$ cat config.mk
export PLATFORM = sky130hd
export DESIGN_NAME = sgm_ctrl
export DESIGN_NICKNAME = d
export VERILOG_FILES = /design/src/hw/rtl/sgm_pkg.sv /design/src/hw/rtl/sgm_ctrl.sv
export SDC_FILE = /design/constraint.sdc
export NUM_CORES = 1
export LEC_CHECK = 0
export BUFFER_PORTS_ARGS = -buffer_cell sky130_fd_sc_hd__buf_2
export CORE_AREA = 5 5 42 44
export DETAILED_ROUTE_END_ITERATION = 16
export DIE_AREA = 0 0 47 49
export HOLD_SLACK_MARGIN = 0.08
export PLACE_DENSITY_LB_ADDON = 0.25
export SKIP_LAST_GASP = 1
export SLEW_MARGIN = 10
export SYNTH_ARGS = -nofsm -noshare
export SYNTH_HDL_FRONTEND = slang
export SYNTH_SLANG_ARGS = --single-unit
$ cat constraint.sdc
create_clock -name clock -period 1.3 [get_ports clock]
set_input_delay 0.26 -clock clock [delete_from_list [all_inputs] [get_ports clock]]
set_output_delay 0.26 -clock clock [all_outputs]
set_load 0.1 [all_outputs]
$ cat src/hw/rtl/sgm_pkg.sv
// ----------------------------------------------------------------------------
// sgm_pkg
// Shared constants and controller/datapath interface types for the Sobel
// gradient magnitude unit.
// ----------------------------------------------------------------------------
package sgm_pkg;

   localparam int MAX_WIDTH  = 1024;
   localparam int MAX_HEIGHT = 4096;

   localparam int COL_W  = $clog2(MAX_WIDTH);
   localparam int ROW_W  = $clog2(MAX_HEIGHT);
   localparam int PIX_W  = 8;
   localparam int FW_W   = 11;
   localparam int FH_W   = 13;
   localparam int GRAD_W = 10;
   localparam int SQ_W   = 2 * GRAD_W + 1;

   localparam int CSR_INDEX_W = 4;
   localparam int CSR_DATA_W  = 13;

   localparam logic [CSR_INDEX_W-1:0] REG_FRAME_WIDTH  = CSR_INDEX_W'(0);
   localparam logic [CSR_INDEX_W-1:0] REG_FRAME_HEIGHT = CSR_INDEX_W'(1);

   localparam logic [FW_W-1:0] FRAME_WIDTH_RESET  = FW_W'(500);
   localparam logic [FH_W-1:0] FRAME_HEIGHT_RESET = FH_W'(800);
   localparam logic [FW_W-1:0] FRAME_WIDTH_MIN    = FW_W'(3);
   localparam logic [FH_W-1:0] FRAME_HEIGHT_MIN   = FH_W'(3);
   localparam logic [FW_W-1:0] FRAME_WIDTH_MAX    = FW_W'(MAX_WIDTH);
   localparam logic [FH_W-1:0] FRAME_HEIGHT_MAX   = FH_W'(MAX_HEIGHT);

   localparam logic [PIX_W-1:0] MAG_MAX = 8'd255;

   typedef struct packed {
      logic capture;    // latch pixel, read both line stores
      logic advance;    // write line stores, shift window, step position
      logic square;     // form gx^2 + gy^2, arm the root search
      logic root_step;  // one bit of the root search
      logic load_out;   // move the finished result into the output register
      logic restart;    // return to the first pixel of a frame
   } sgm_cmd_type;

   typedef struct packed {
      logic interior;   // current position produces a result
      logic root_last;  // root search is on its last bit
   } sgm_status_type;

endpackage

$ cat src/hw/rtl/sgm_ctrl.sv
// ----------------------------------------------------------------------------
// sgm_ctrl
// Sequencer: accepts one pixel and walks it through the window update;
// an interior pixel then goes through the squaring step and the
// bit-serial root, and its result is handed to the output register.
// ----------------------------------------------------------------------------
module sgm_ctrl
   import sgm_pkg::*;
(
   input  logic           clock,
   input  logic           reset,
   input  logic           req_valid,
   output logic           req_ready,
   output logic           rsp_valid,
   input  logic           rsp_ready,
   input  logic           cfg_write,
   input  sgm_status_type status,
   output sgm_cmd_type    cmd
);

   localparam logic [2:0] ST_IDLE   = 3'd0;
   localparam logic [2:0] ST_CALC   = 3'd1;
   localparam logic [2:0] ST_SQUARE = 3'd2;
   localparam logic [2:0] ST_ROOT   = 3'd3;
   localparam logic [2:0] ST_OUT    = 3'd4;

   logic [2:0] state_ff, state_in;
   logic       rsp_valid_ff, rsp_valid_in;
   logic       out_free;

   assign req_ready = (state_ff == ST_IDLE);
   assign rsp_valid = rsp_valid_ff;
   assign out_free  = !rsp_valid_ff || rsp_ready;

   always_comb begin
      state_in    = state_ff;
      cmd         = '0;
      cmd.restart = cfg_write;
      unique case (state_ff)
         ST_IDLE: begin
            if (req_valid) begin
               cmd.capture = 1'b1;
               state_in    = ST_CALC;
            end
         end
         ST_CALC: begin
            cmd.advance = 1'b1;
            state_in    = status.interior ? ST_SQUARE : ST_IDLE;
         end
         ST_SQUARE: begin
            cmd.square = 1'b1;
            state_in   = ST_ROOT;
         end
         ST_ROOT: begin
            cmd.root_step = 1'b1;
            if (status.root_last) begin
               state_in = ST_OUT;
            end
         end
         ST_OUT: begin
            // hold the result until the output register is free
            if (out_free) begin
               cmd.load_out = 1'b1;
               state_in     = ST_IDLE;
            end
         end
         default: begin
            state_in = ST_IDLE;
         end
      endcase
   end

   always_comb begin
      rsp_valid_in = rsp_valid_ff;
      if (rsp_valid_ff && rsp_ready) begin
         rsp_valid_in = 1'b0;
      end
      if (cmd.load_out) begin
         rsp_valid_in = 1'b1;
      end
   end

   always_ff @(posedge clock) begin
      if (reset) begin
         state_ff     <= ST_IDLE;
         rsp_valid_ff <= 1'b0;
      end else begin
         state_ff     <= state_in;
         rsp_valid_ff <= rsp_valid_in;
      end
   end

endmodule

# Yosys cells after proc, flatten, opt, wreduce, memory -nomap -nowiden
# Index checks and enable logic that the tools add are counted.
# op_classes
eq_ne,7
muxes,14
reduce_logical,6
# ops
op,n
one-hot mux 3 bit (5 select lines),1
2-to-1 mux 1 bit,9
2-to-1 mux 3 bit,3
"equality test 3 x 2 -> 1 bit, second input constant",2
"inequality test 2 bit, second input constant",3
"equality test 3 x 1 -> 1 bit, second input constant",1
"equality test 3 bit, second input constant",1
logical NOT 3 bit,1
AND reduction 3 bit,1
2-to-1 mux 2 bit,1
nonzero test 2 bit,1
logical AND 1 bit,1
logical NOT 1 bit,1
logical OR 1 bit,1
# word_totals
ff_bits,4
input_bits,7
output_inout_bits,8
wordCells,29

# Depth between registers and ports, before layout
# logic_depth
word_depth,5
mapped_depth,4
ltp_nobuf,2

# Worst setup path after synthesis
# Ideal clock, no wire load.
# synth_timing
path_type,reg2out
startpoint,register state_ff[0]
endpoint,output port cmd[5] (netlist bit)
arrival_ns,3.489
required_time_ns,1.040
path_slack_ns,-2.449
stages_incl_launch_ff,4
path_buffers,1
cell_sequence,dfxtp_1 buf_2 nor3_1 and2_1
# synth_rtl
element,line_no,source
"start, declared",sgm_ctrl.sv:27,"logic [2:0] state_ff, state_in;"
"start signal, assigned",sgm_ctrl.sv:88,state_ff <= state_in;
"end, declared",sgm_ctrl.sv:18,output sgm_cmd_type cmd

==> impl_metrics.toml <==
[outcome]
status = "finished, violations left"
violations = "setup timing"

[worst_setup_path]
cp.arrival_ns = 1.27
endpoint = "cmd[1]"
startpoint_type = "register"
worstSetupEndpointType = "primary output"
r2r_end = "state_ff[0]"
crit_type = "reg -> out"
required_ns = 1.04
r2r_start = "state_ff[1]"
cp_max_fo = 2
r2r_setup_slack_ns = 0.24
r2r_cells = 4
cp-startpoint = "state_ff[2]"

[power]
switching_share_pct = 34.8
pwr-share-seq_pct = 25.1
power.total_w = 0.000506
p_comb_share_pct = 41.9
cellPowerDensity_mw_per_mm2 = 940
p_int_w = 0.000330
p_leak_nw = 0.224
irDropWorstVdd_uv = 298
p_sw_w = 0.000176
power.clock.fraction_pct = 33.1

[die]
fp.dieW_um = 47
num_rows = 14
dieArea_mm2 = 0.00230
die_height_um = 49
fp.coreArea_mm2 = 0.00140
ios = 15
initial_core_util_pct = 17.1

[global_routing]
grt_usage_pct = 6.69
grt_pass1_wl_um = 1080
antenna_found_initial = 0
grt.overflow.total = 0
grt_pass1_vias = 280
grt_max_degree = 8

[logic_synthesis]
yosysTopAreaCellShare_pct = 33.5
synth_top_cell_by_area = "dfxtp_1"
ys_seq_area_share_pct = 33.5
synthTopCellsByArea = "dfxtp_1, buf_4, a211oi_1"
yosysWarnings = 0
avgSynthCellArea_um2 = 9.56
yosys.cell_types.count = 17
ys_ff_latch = 4
synthCells = 25
synth_area_um2 = 239
synthesis.nets = 32

[timing]
period_share_pct = 118
setup_viol = 6
skew_ns = 0.00482
layout_setup_ws_ns = -0.228
max_freq_mhz = 654
max_slew.worst_pin.slew_ns = 0.185
period_needed_ns = 1.53
hold_viol_final = 0
rsz0062_at_grt = "yes"
relSlewSlack_pct = 87.7
slew_viol_final = 0

[clock_tree]
htreeDepth = 1
numCtsBuffers = 3
clkTransAtPathRegs_ns = 0.04
clock_latency_ns = 0.24
max-clock-path-buffers = 2
cts_sinks = 4
cts_root_buffer = "clkbuf_4"
cts_tree = "yes"

[cells_and_area]
fillers = 149
final_util_pct = 38.4
area_delta_synth_final_pct = 125
final_cells = 60
nNetsFinal = 52
drive_gt1_share_pct = 77.3
diodes = 0

[drt]
drt_wl_total_um = 619
first_pass_iters = 1
drt-wirelength-per-cell_um = 10.3
drt_iter0_drc = 0
vias = 254
final_antenna_net_count = 0
drcViolationCount = 0
routed_via_density = 4.23

[placement]
pre_cts_slack_ns = -0.0679
dpl.cell_count = 54
place.gp.congestion = 0.662
portBuffers = 12

[run]
maxCapViolations = 0

[worst_hold_path]
hp-class = "in -> reg"
[layer usage]
metal	part of all wire (%)	global-route usage, %	vias up
met2	51	9.95	10
met5	0	0	-
met3	8.4	1.11	0
met4	0	6.91	0
met1	40	7.25	118
li1	-	-	126
[how the worst min path moves through the flow]
| stage | endpoint | cells after the start | from | slack [ns] |
|---|---|---|---|---|
| 5_1_grt | rsp_valid | 2 | reset | 0.23 |
| 3_3_place_gp | rsp_valid | 2 | reset | 0.47 |
| 4_1_cts | rsp_valid | 2 | reset | 0.22 |
| 6_report | rsp_valid | 2 | reset | 0.23 |
| 2_1_floorplan | rsp_valid | 1 | reset | 0.31 |
| 3_5_place_dp | rsp_valid | 2 | reset | 0.47 |
[cells by family (layout without fill, tap and decap cells)]
family | count (synthesis) | in the layout | synth area share [%]
flip-flops | 4 | 4 | 33.5
buffers and inverters | 4 | 23 | 11.5
AO/OA/AOI/OAI | 5 | 5 | 16.8
AND/OR/NAND/NOR | 12 | 12 | 38.2
[registers in the layout, indices dropped and copies added (netlist names)]
name       cells
state_ff       3
rsp_valid      1
[cells in the mapped netlist]
cell,count
and2_1,1
a21bo_2,1
or3b_4,1
nand4b_1,1
a211oi_1,2
and3b_2,1
o22ai_1,1
buf_2,1
nand2b_1,2
nand3b_1,1
nor2b_1,1
dfxtp_1,4
or3b_2,1
a21oi_2,1
nor3b_1,2
buf_4,3
nor3_1,1
[layout make-up]
type                    instances  area [um^2]  area share (%)
well taps                      16         20.0            3.72
clock buffers                   4         26.3            4.88
multi-input cells              17          175            32.6
flip-flops and latches          4         87.6            16.3
repair buffers                 19          229            42.6
[repair_timing]
| item | CTS | global route |
|---|---|---|
| hold buffers | 0 | 0 |
| endpoints found under the hold margin | 0 | 0 |
| gates resized for setup | 7 | 0 |
| pin swaps | 0 | 1 |
| endpoints found under the setup margin | 6 | 6 |
| buffers inserted | 1 | 1 |
[worst max-delay path: stages, from the launching register on]
cell and delay, ns:
dfxtp_4 0.33, or3b_4 0.39, nor2b_4 0.14, buf_12 0.18
[metrics by stage]
step,hold WS [ns],instance area (um^2),setup TNS (ns)
detailed placement,0.473,465,-0.0679
finish,0.229,538,-0.854
global placement,0.468,465,-0.0545
floorplan,0.313,280,-2.26
global route,0.233,538,-1.13
CTS,0.216,531,-0.960
[cell usage in the layout (no fill, tap or decap)]
master / n
a211oi_1: 2
a21bo_2: 1
a21oi_2: 1
and2_4: 1
and3b_2: 1
buf_12: 7
buf_2: 5
buf_4: 4
buf_6: 3
clkbuf_1: 1
clkbuf_4: 3
dfxtp_1: 2
dfxtp_4: 2
nand2b_1: 2
nand3b_1: 1
nand4b_1: 1
nor2b_4: 1
nor3_4: 1
nor3b_4: 2
o22ai_1: 1
or3b_2: 1
or3b_4: 1
[power by group through the flow]
stage                     logic, W  clock network (W)  registers, W
final                     0.000212           0.000167      0.000127
after detailed placement  0.000196                  0      0.000128
after global routing      0.000220           0.000186      0.000127
after global placement    0.000195                  0      0.000128
after floorplan           0.000135                  0      0.000131
after CTS                 0.000211           0.000178      0.000127
Note: power is estimated with default switching activity, not from simulation.
